[src/hw/rtl/gbnsw_pkg.sv]
// Shared types and constants for the go-back-n send window.
`default_nettype none

package gbnsw_pkg;

   localparam int unsigned SEQ_BITS_DEFAULT   = 16;
   localparam int unsigned WINDOW_MAX_DEFAULT = 16;

   localparam int unsigned WSIZE_BITS   = 5;
   localparam int unsigned TICK_BITS    = 16;
   localparam int unsigned CSR_IDX_BITS = 2;

   localparam logic [WSIZE_BITS-1:0] WINDOW_RESET  = 5'd16;
   localparam logic [TICK_BITS-1:0]  TIMEOUT_RESET = 16'd200;

   typedef enum logic [1:0] {
      OP_START = 2'd0,
      OP_ACK   = 2'd1,
      OP_TICK  = 2'd2,
      OP_SLOT  = 2'd3
   } opcode_type;

   localparam logic [CSR_IDX_BITS-1:0] CSR_FIRST_SEQ   = 2'd0;
   localparam logic [CSR_IDX_BITS-1:0] CSR_END_SEQ     = 2'd1;
   localparam logic [CSR_IDX_BITS-1:0] CSR_WINDOW_SIZE = 2'd2;
   localparam logic [CSR_IDX_BITS-1:0] CSR_TIMEOUT     = 2'd3;

endpackage

`default_nettype wire

[src/hw/rtl/go_back_n_send_window.sv]
// Go-back-n sender window: one event beat in, one send decision beat out.
//
// Usage: drive req_opcode (start, ack, tick, transmit slot) with req_ack_number
// for acks on the req_ channel. Every accepted beat yields exactly one rsp_
// beat carrying send_valid/send_seq (the packet to put on the wire now),
// transfer_done and timed_out. rsp_valid rises in the cycle after accept;
// throughput is one event per cycle unless the receiver stalls, set by the
// single window-update pass (one add, compare and clamp) between the event
// and the result register. The result register acts as the output stage:
// req_ready stays high while it is empty or being drained, so a stalled
// receiver holds one result and blocks further events until it is taken.
// The csr_ port writes first_seq, end_seq, window_size and timeout_ticks;
// write only while no beat is outstanding.
// Synchronous reset restores register defaults (window 16, timeout 200),
// empties the output stage and leaves the window inactive until a start.
`default_nettype none

module go_back_n_send_window #(
   parameter int unsigned SEQ_BITS   = gbnsw_pkg::SEQ_BITS_DEFAULT,
   parameter int unsigned WINDOW_MAX = gbnsw_pkg::WINDOW_MAX_DEFAULT,
   localparam int unsigned CSR_BITS  = (SEQ_BITS > 16) ? SEQ_BITS : 16
) (
   input  wire logic                                clock,
   input  wire logic                                reset,
   input  wire logic                                req_valid,
   output logic                                     req_ready,
   input  wire logic [1:0]                          req_opcode,
   input  wire logic [SEQ_BITS-1:0]                 req_ack_number,
   output logic                                     rsp_valid,
   input  wire logic                                rsp_ready,
   output logic                                     rsp_send_valid,
   output logic [SEQ_BITS-1:0]                      rsp_send_seq,
   output logic                                     rsp_transfer_done,
   output logic                                     rsp_timed_out,
   input  wire logic                                csr_write,
   input  wire logic [gbnsw_pkg::CSR_IDX_BITS-1:0]  csr_index,
   input  wire logic [CSR_BITS-1:0]                 csr_wdata
);

   localparam int unsigned TB = gbnsw_pkg::TICK_BITS;
   localparam int unsigned WB = gbnsw_pkg::WSIZE_BITS;
   localparam logic [8:0]  WIN_MAX_V = 9'(WINDOW_MAX);

   // configuration
   logic [SEQ_BITS-1:0] first_seq_ff, end_seq_ff;
   logic [WB-1:0]       window_size_ff;
   logic [TB-1:0]       timeout_ff;

   // window state
   logic [SEQ_BITS-1:0] win_start_ff, win_start_in;
   logic [SEQ_BITS-1:0] win_end_ff, win_end_in;
   logic [SEQ_BITS-1:0] next_ff, next_in;
   logic [SEQ_BITS-1:0] largest_ff, largest_in;
   logic                rewind_ff, rewind_in;
   logic [TB-1:0]       idle_ff, idle_in;
   logic                active_ff, active_in;
   logic                finished_ff, finished_in;

   // output stage
   logic                rsp_valid_ff;
   logic                send_valid_ff, send_valid_in;
   logic [SEQ_BITS-1:0] send_seq_ff, send_seq_in;
   logic                done_ff;
   logic                tmo_ff, tmo_in;

   logic                req_fire;
   gbnsw_pkg::opcode_type op;

   logic [8:0]          win_eff;
   logic [SEQ_BITS-1:0] clamp_base, clamp_end;
   logic [SEQ_BITS:0]   end_sum;
   logic [SEQ_BITS-1:0] advance;
   logic [TB-1:0]       tick_inc, tick_lim;
   logic [SEQ_BITS-1:0] slot_seq;

   assign req_ready = !rsp_valid_ff || rsp_ready;
   assign req_fire  = req_valid && req_ready;
   assign op        = gbnsw_pkg::opcode_type'(req_opcode);

   // effective window, clamped to one..WINDOW_MAX
   always_comb begin
      priority if (window_size_ff == '0) begin
         win_eff = 9'd1;
      end else if ({4'd0, window_size_ff} > WIN_MAX_V) begin
         win_eff = WIN_MAX_V;
      end else begin
         win_eff = {4'd0, window_size_ff};
      end
   end

   // one shared clamp: start opens at first_seq, an ack slides to the ack
   assign clamp_base = (op == gbnsw_pkg::OP_START) ? first_seq_ff : req_ack_number;
   assign end_sum    = {1'b0, clamp_base} + (SEQ_BITS+1)'(win_eff);
   assign clamp_end  = (end_sum >= {1'b0, end_seq_ff}) ? end_seq_ff
                                                       : end_sum[SEQ_BITS-1:0];
   assign advance    = req_ack_number - win_start_ff;

   assign tick_inc = (idle_ff == '1) ? idle_ff : idle_ff + 1'b1;
   assign tick_lim = (timeout_ff == '0) ? TB'(1) : timeout_ff;

   always_comb begin
      win_start_in  = win_start_ff;
      win_end_in    = win_end_ff;
      next_in       = next_ff;
      largest_in    = largest_ff;
      rewind_in     = rewind_ff;
      idle_in       = idle_ff;
      active_in     = active_ff;
      finished_in   = finished_ff;
      send_valid_in = 1'b0;
      send_seq_in   = '0;
      tmo_in        = 1'b0;
      slot_seq      = rewind_ff ? win_start_ff : next_ff;
      if (slot_seq < win_start_ff) begin
         slot_seq = win_start_ff;
      end

      unique case (op)
         gbnsw_pkg::OP_START: begin
            win_start_in = first_seq_ff;
            win_end_in   = clamp_end;
            next_in      = first_seq_ff;
            largest_in   = '0;
            rewind_in    = 1'b1;
            idle_in      = '0;
            active_in    = 1'b1;
            finished_in  = 1'b0;
         end
         gbnsw_pkg::OP_ACK: begin
            if (active_ff && req_ack_number > win_start_ff) begin
               if (req_ack_number >= end_seq_ff) begin
                  finished_in = 1'b1;
                  active_in   = 1'b0;
               end else begin
                  win_start_in = req_ack_number;
                  win_end_in   = clamp_end;
                  // a shrinking slide means a loss: rewind at the next slot
                  if (advance >= largest_ff) begin
                     largest_in = advance;
                  end else begin
                     rewind_in = 1'b1;
                  end
                  idle_in = '0;
               end
            end
         end
         gbnsw_pkg::OP_TICK: begin
            if (active_ff) begin
               if (tick_inc >= tick_lim) begin
                  tmo_in    = 1'b1;
                  rewind_in = 1'b1;
                  idle_in   = '0;
               end else begin
                  idle_in = tick_inc;
               end
            end
         end
         gbnsw_pkg::OP_SLOT: begin
            if (active_ff) begin
               rewind_in = 1'b0;
               next_in   = slot_seq;
               if (slot_seq < win_end_ff && slot_seq < end_seq_ff) begin
                  send_valid_in = 1'b1;
                  send_seq_in   = slot_seq;
                  next_in       = slot_seq + 1'b1;
               end
            end
         end
      endcase
   end

   always_ff @(posedge clock) begin
      if (reset) begin
         first_seq_ff   <= '0;
         end_seq_ff     <= '0;
         window_size_ff <= gbnsw_pkg::WINDOW_RESET;
         timeout_ff     <= gbnsw_pkg::TIMEOUT_RESET;
         win_start_ff   <= '0;
         win_end_ff     <= '0;
         next_ff        <= '0;
         largest_ff     <= '0;
         rewind_ff      <= 1'b1;
         idle_ff        <= '0;
         active_ff      <= 1'b0;
         finished_ff    <= 1'b0;
         rsp_valid_ff   <= 1'b0;
      end else begin
         if (csr_write) begin
            unique case (csr_index)
               gbnsw_pkg::CSR_FIRST_SEQ:   first_seq_ff   <= csr_wdata[SEQ_BITS-1:0];
               gbnsw_pkg::CSR_END_SEQ:     end_seq_ff     <= csr_wdata[SEQ_BITS-1:0];
               gbnsw_pkg::CSR_WINDOW_SIZE: window_size_ff <= csr_wdata[WB-1:0];
               gbnsw_pkg::CSR_TIMEOUT:     timeout_ff     <= csr_wdata[TB-1:0];
               default: ;
            endcase
         end
         if (req_fire) begin
            win_start_ff <= win_start_in;
            win_end_ff   <= win_end_in;
            next_ff      <= next_in;
            largest_ff   <= largest_in;
            rewind_ff    <= rewind_in;
            idle_ff      <= idle_in;
            active_ff    <= active_in;
            finished_ff  <= finished_in;
            rsp_valid_ff <= 1'b1;
         end else if (rsp_ready) begin
            rsp_valid_ff <= 1'b0;
         end
      end
   end

   // result payload: load on accept, hold while stalled
   always_ff @(posedge clock) begin
      if (req_fire) begin
         send_valid_ff <= send_valid_in;
         send_seq_ff   <= send_seq_in;
         done_ff       <= finished_in;
         tmo_ff        <= tmo_in;
      end
   end

   assign rsp_valid         = rsp_valid_ff;
   assign rsp_send_valid    = send_valid_ff;
   assign rsp_send_seq      = send_seq_ff;
   assign rsp_transfer_done = done_ff;
   assign rsp_timed_out     = tmo_ff;

   a_start_opens: assert property (@(posedge clock) disable iff (reset)
      req_fire && op == gbnsw_pkg::OP_START |=> active_ff && !finished_ff && rewind_ff)
      else $error("start did not open the window");

   a_active_xor_done: assert property (@(posedge clock) disable iff (reset)
      !(active_ff && finished_ff))
      else $error("window active after transfer finished");

   a_fire_gives_rsp: assert property (@(posedge clock) disable iff (reset)
      req_fire |=> rsp_valid)
      else $error("accepted beat produced no result");

   a_send_not_done: assert property (@(posedge clock) disable iff (reset)
      rsp_valid && rsp_send_valid |-> !rsp_transfer_done)
      else $error("packet sent after transfer finished");

   a_timeout_clears: assert property (@(posedge clock) disable iff (reset)
      req_fire && tmo_in |=> idle_ff == '0 && rewind_ff)
      else $error("timeout did not clear idle counter");

endmodule

`default_nettype wire
[config.mk]
export PLATFORM = sky130hd
export DESIGN_NAME = go_back_n_send_window
export DESIGN_NICKNAME = d
export VERILOG_FILES = /design/src/hw/rtl/gbnsw_pkg.sv /design/src/hw/rtl/go_back_n_send_window.sv
export SDC_FILE = /design/constraint.sdc
export NUM_CORES = 1
export LEC_CHECK = 0
export BUFFER_PORTS_ARGS = -buffer_cell sky130_fd_sc_hd__buf_2
export CAP_MARGIN = 15
export CORE_ASPECT_RATIO = 1.2
export CORE_MARGIN = 4
export CORE_UTILIZATION = 30
export CTS_BUF_LIST = sky130_fd_sc_hd__clkbuf_2
export CTS_CLUSTER_DIAMETER = 100
export DETAILED_ROUTE_END_ITERATION = 10
export GPL_TIMING_DRIVEN = 0
export HOLD_SLACK_MARGIN = 0.06
export SLEW_MARGIN = 20
export SYNTH_ARGS = -nofsm -noshare
export SYNTH_HDL_FRONTEND = slang
export SYNTH_SLANG_ARGS = --single-unit
[constraint.sdc]
create_clock -name clock -period 7.4 [get_ports clock]
set_input_delay 0.37 -clock clock [delete_from_list [all_inputs] [get_ports clock]]
set_output_delay 0.37 -clock clock [all_outputs]
set_load 0.02 [all_outputs]
==> results of run 1 <==
per-layer routing:
metal,part of all wire,vias to the layer above
met3,0.063,81
met4,0.034,0
met5,0,-
li1,-,5404
met2,0.46,433
met1,0.44,5215
worst reg2reg max path: stages (launching register included):
cell and delay (ns):
dfxtp_1 0.40, buf_2 0.43, mux2i_1 0.39, inv_1 0.08, ha_1 0.30, a21oi_1 0.13, o21ai_0 0.13, a221oi_2 0.67
nand2_4 0.25, buf_2 0.29, buf_2 0.22, o21ai_1 0.37, inv_1 0.14, ha_1 0.32, a211oi_1 0.21, nor2_1 0.09
a2111oi_2 0.46, nand3_1 0.13, a211oi_1 0.63, o21a_1 0.36, buf_6 0.19, nand3_2 0.18, buf_2 0.24, nor2_1 0.09
cell usage after synthesis, drive strengths merged (3+ instances only):
cell type	count
a21o	16
and2	9
a211o	3
a21oi	127
a41o	4
buf	16
or4	3
a31o	7
a21boi	3
o31ai	13
o21a	17
clkbuf	48
a311oi	29
nor4	7
o2111ai	4
xnor2	34
nand4	20
o21bai	5
nand2b	9
a221oi	3
o22ai	10
xor2	12
nor2b	19
mux2	17
nor3	22
inv	113
and3	19
or3	4
edfxtp	19
nor4b	4
o41ai	5
ha	132
o21ai	61
o211ai	11
nor2	94
and3b	3
mux2i	32
nand3	77
a211oi	9
a31oi	11
or2	3
dfxtp	137
nand2	227
nor3b	3
worst max path at each step:
stage / startpoint / endpoint / cells after the start
after floorplan: rewind_ff / next_ff[11] / 23
after global placement: rewind_ff / rsp_send_seq[7] / 24
after detailed placement: rewind_ff / rsp_send_seq[10] / 24
after CTS: rewind_ff / rsp_send_seq[10] / 24
after global routing: rewind_ff / rsp_send_seq[3] / 23
final: rewind_ff / rsp_send_seq[10] / 23
sequential cells by signal, indices dropped and copies added, names as in the netlist:
register	flops
largest_ff	16
next_ff	16
win_end_ff	16
timeout_ff	16
finished_ff	1
end_seq_ff	16
window_size_ff	5
rsp_transfer_done	1
win_start_ff	16
idle_ff	16
rsp_valid	1
first_seq_ff	16
rsp_send_seq	16
active_ff	1
rsp_timed_out	1
rsp_send_valid	1
rewind_ff	1
layout make-up:
class                           instances  share of cell area
Antenna cell                            1            0.000193
Buffer                                 63              0.0203
Multi-Input combinational cell       1109               0.568
Clock buffer                           17             0.00655
Inverter                              114              0.0329
Sequential cell                       156               0.255
Clock inverter                         15              0.0145
Timing Repair Buffer                  104              0.0566
Tap cell                              474              0.0456
kinds of logic (layout without fill, tap and decap cells):
group / count (synthesis) / after routing
AO/OA/AOI/OAI: 350 / 350
XOR/XNOR: 46 / 46
adder cells (fa/ha/maj): 134 / 134
buffers and inverters: 178 / 313
flip-flops: 156 / 156
multiplexers: 49 / 49
other: 0 / 1
AND/OR/NAND/NOR: 530 / 530
per-stage QoR:
stage	worst slack [ns]	hold slack (ns)	util	area, um^2	total power, mW
3_5_place_dp	0.214	0.467	0.331	12300	1.64
2_1_floorplan	1.81	0.436	-	11400	1.42
5_1_grt	0.0643	0.233	0.350	13000	2.31
4_1_cts	0.141	0.234	0.350	13000	2.20
3_3_place_gp	0.316	0.444	0.331	12300	1.63
6_report	0.580	0.285	0.350	13000	2.19
where the power goes:
group / internal [mW] / switching [mW] / total [mW]
logic: 0.275 / 0.462 / 0.738
clock network: 0.125 / 0.409 / 0.534
registers: 0.888 / 0.0280 / 0.916
what timing repair did:
action,CTS,global route
resized for setup,0,0
hold endpoints to repair,77,0
hold buffers,43,0
setup endpoints to repair,0,30
==> out/results.ini, run 1 <==
[outcome]
status = complete, no violations

[sta]
rsz0062_at_grt = no
fin_crit_sh = 0.922
fmax_ghz = 0.147
finClkSkew_ns = 0.0729
setup_violations = 0
maxSlewViolCount = 0
tightest_slew_ns = 0.972
fin_crit_ns = 6.82
final.setup.tns_ns = 0
hold_viol_final = 0
max_slew_margin = 0.352

[cts]
worstSkewPairLatency_ns = 0.85
cts_buffers = 17
htreeDepth = 4
clkSinkCount = 156
cts_tree = built
clock_path_buffers = 2
clk_pin_slew_ns = 0.31
cts_setup_buffers = 0
cts_root_buf = clkbuf_2

[finish]
drive_above_1_share = 0.0938
multi_input_comb_area_um2 = 7390
fill_cells = 3982
area.growth.synth_to_final_pct = 14.1
seq_area_um2 = 3310
layout.nets = 1740
final_cell_mix = nand2_1 (226), dfxtp_1 (137), ha_1 (132)
final_common_cell = nand2_1
instances_no_fill = 2053

[global_route]
groute.usage.overall = 0.186
grt_pass1_vias = 10600
gr-total-overflow = 0
grt_use_met2 = 0.301
met1_usage = 0.250
grt_max_degree = 25
use_met3 = 0.0330
grt_first_pass_wirelength_mm = 60.0
grt_most_used_layer = met2
antenna_found_initial = 1

[power]
power_leakage_nw = 5.12
irDropWorstVdd_uv = 75.5
pwr_density_cell_nw_per_um2 = 168

[placement]
numPortBuffers = 61
place_congestion = 0.937
hpwl_mm = 30.9
dp.cells = 1978

[yosys]
synth-seq-cells = 156
synth_top_family_by_area = simple AND/OR/NAND/NOR gates
syn_inst = 1443
synth_top_cell_area_share = 0.241
synth_top_cell_by_area = dfxtp_1
synth_cell_types = 80
syn_nets = 1618
synth_warnings = 0
synthMuxAreaShare = 0.0452
ys_async_sr_fraction = 0
synthFlopType = dfxtp_1
syn_area_per_cell_um2 = 7.90
synth_xor_area_frac = 0.0353
synth_compound_area_frac = 0.203
netlist_area_um2 = 11400
ys_seq_area_frac = 0.291
synth_edf_count = 19
synth-simple-area-share = 0.217
yosys.area_share.adder = 0.148
synth_area_leaders = dfxtp_1 (24%), ha_1 (14%), nand2_1 (7.4%), a21oi_1 (5.5%), edfxtp_1 (5.0%)

[worst_setup_path]
path_cells = buf_2 > mux2i_1 > inv_1 > ha_1 > a21oi_1 > o21ai_0 > a221oi_2 > nand2_4 > buf_2 > buf_2 > o21ai_1 > inv_1 > ha_1 > a211oi_1 > nor2_1 > a2111oi_2 > nand3_1 > a211oi_1 > o21a_1 > buf_6 > nand3_2 > buf_2 > nor2_1
crit_type = reg2reg
path_max_fanout = 19
cp_data_required_time_ns = 8.12
crit_path_start_kind = register
worst-path-buf-inv = 7
crit_family = compound AO/OA/AOI/OAI gates
cp-end-kind = register
r2r_start = rewind_ff
crit_arrival_ns = 7.54
cpMaxStageDelayCell = a221oi_2
rr_endpoint = rsp_send_seq[10]
r2r_cells = 23
slowest_delay_ns = 0.67
reg2reg_setup_slack_ns = 0.58
crit_top_cell = buf_2

[routing]
first_pass_iters = 6
antenna_left = 0
finalWirelength_mm = 38.7
drc = 0
wl_per_cell_um = 18.9
dr_total_vias = 11100
drt_iter0_markers = 1098
via_per_inst = 5.42

[die]
die_w_um = 186
die-height_um = 222
start_util = 0.306
io_pins = 62
die-area_um2 = 41200
core-area_um2 = 37200
fp-row-count = 77

[run]
maxCapViolCount = 0

[worst_hold_path]
hold_start = rsp_ready
hold_class = in2reg
whs_endpoint = finished_ff
hold_depth = 4

Power figures use the tool's default switching activity.
==> run 2, diff against run 1 <==
- CORE_UTILIZATION: 30 -> 49
- PLACE_DENSITY: not set -> 0.66
- clock period: 7.4 -> 7.9 ns (I/O delays scaled with it)
==> run 2 against run 1 <==
Die area shrank 37%. Design area shrank 2.1%. Flip-flop and latch count is the same. Setup slack gained 0.19 ns. Register-to-register slack gained 0.19 ns. Combinational power shrank 7.2%. Worst hold slack lost 0.17 ns. Largest cell class unchanged. Clock power shrank 11%. Cell count shrank 8.1%. Clock skew shrank 0.019 ns.
==> out/results.ini, run 2 (same netlist as run 1, synthesis figures left out) <==
[sta]
tightest_slew_ns = 1.04
fin_crit_ns = 7.13
fin_crit_sh = 0.902
final.setup.tns_ns = 0
hold_viol_final = 0
rsz0062_at_grt = no
maxSlewViolCount = 0
fmax_ghz = 0.140
setup_violations = 0
finClkSkew_ns = 0.0542
max_slew_margin = 0.304
timing.hold.ws_ns = 0.114

[finish]
final_cell_mix = nand2_1 (226), dfxtp_1 (137), ha_1 (132)
area.growth.synth_to_final_pct = 11.6
instances_no_fill = 1886
seq_area_um2 = 3310
final_common_cell = nand2_1
drive_above_1_share = 0.0940
fill_cells = 2252
multi_input_comb_area_um2 = 7390
layout.nets = 1737

[worst_setup_path]
crit_path_start_kind = register
cp_data_required_time_ns = 8.45
path_cells = buf_2 > buf_1 > mux2i_1 > inv_1 > ha_1 > a21oi_1 > o21ai_0 > a221oi_2 > nand2_4 > buf_2 > buf_2 > mux2i_1 > inv_1 > ha_1 > o21a_1 > o21ai_0 > a2111oi_0 > a41oi_1 > o21a_1 > buf_6 > nand3_2 > buf_2 > nor2_1
path_max_fanout = 10
cpMaxStageDelayCell = a221oi_2
cp-end-kind = register
slowest_delay_ns = 0.66
crit_top_cell = buf_2
crit_arrival_ns = 7.68
crit_type = reg2reg

[cts]
clk_pin_slew_ns = 0.27
cts_root_buf = clkbuf_2
cts_setup_buffers = 0
clkSinkCount = 156
cts_resized = 0
htreeDepth = 4
clock_path_buffers = 2
cts_tree = built
worstSkewPairLatency_ns = 0.78
cts_buffers = 17

[run]
maxCapViolCount = 0

[placement]
place_congestion = 0.934
hpwl_mm = 29.3
dp.cells = 1814
numPortBuffers = 61

[die]
start_util = 0.503
fp-row-count = 60
die-area_um2 = 25800
die-height_um = 175
die_w_um = 147
io_pins = 62
core-area_um2 = 22700

[routing]
drc = 0
finalWirelength_mm = 37.6
dr_total_vias = 11200
via_per_inst = 5.92
wl_per_cell_um = 19.9
drt_iter0_markers = 950
first_pass_iters = 7
antenna_left = 0

[global_route]
grt_first_pass_wirelength_mm = 58.8
grt_max_degree = 25
gr-total-overflow = 0
grt_pass1_vias = 10700
antenna_found_initial = 2
groute.usage.overall = 0.290

[power]
irDropWorstVdd_uv = 89.1
total_power_mw = 2.02
power_leakage_nw = 5.08
pwr_density_cell_nw_per_um2 = 158

[worst_hold_path]
hold_class = in2reg

[outcome]
status = complete, no violations

-- run 2: final cells by class --
type | instances | share of cell area
Antenna cell | 1 | 0.000197
Buffer | 64 | 0.0210
Clock buffer | 17 | 0.00669
Clock inverter | 15 | 0.0122
Inverter | 114 | 0.0336
Multi-Input combinational cell | 1109 | 0.581
Sequential cell | 156 | 0.260
Tap cell | 310 | 0.0305
Timing Repair Buffer | 100 | 0.0547
-- run 2: power by group --
part	switching, mW	internal, mW	total, mW
sequential	0.0253	0.831	0.856
combinational	0.429	0.256	0.685
clock	0.348	0.127	0.475
-- run 2: path summary, 6_finish.rpt --
| kind | slack, ns | depth (start not counted) | from | end |
|---|---|---|---|---|
| max | 0.77 | 23 | rewind_ff | rsp_send_seq[3] |
| max reg2reg | 0.77 | 23 | rewind_ff | rsp_send_seq[3] |
| min | 0.11 | 3 | reset | finished_ff |
| min reg2reg | 0.48 | 2 | end_seq_ff[12] | end_seq_ff[12] |
-- run 2: what timing repair did --
| item | in CTS | in global routing |
|---|---|---|
| setup endpoints to repair | 0 | 0 |
| hold buffers | 39 | 0 |
| hold endpoints to repair | 71 | 0 |
-- run 2: worst max-delay path: cells and delay by family (launching register included) --
family,cells,cell delay [ns]
compound gates,8,2.49
fa+ha+maj,2,0.61
buf+inv,8,2.12
flops,1,0.39
mux,2,0.79
simple gates,3,0.49
-- run 2: per-stage QoR --
stage,utilization,setup slack (ns),instance area (um^2)
floorplan,-,2.31,11400
global placement,0.533,0.913,12100
detailed placement,0.533,0.869,12100
CTS,0.561,0.845,12700
global route,0.561,0.322,12700
finish,0.561,0.774,12700
-- run 2: layer usage --
layer | up-vias | track usage | wire length (um)
met5 | - | 0 | 8
met2 | 435 | 0.491 | 17600
li1 | 5396 | - | -
met4 | 2 | 0.120 | 1650
met1 | 5239 | 0.360 | 15600
met3 | 100 | 0.0591 | 2690
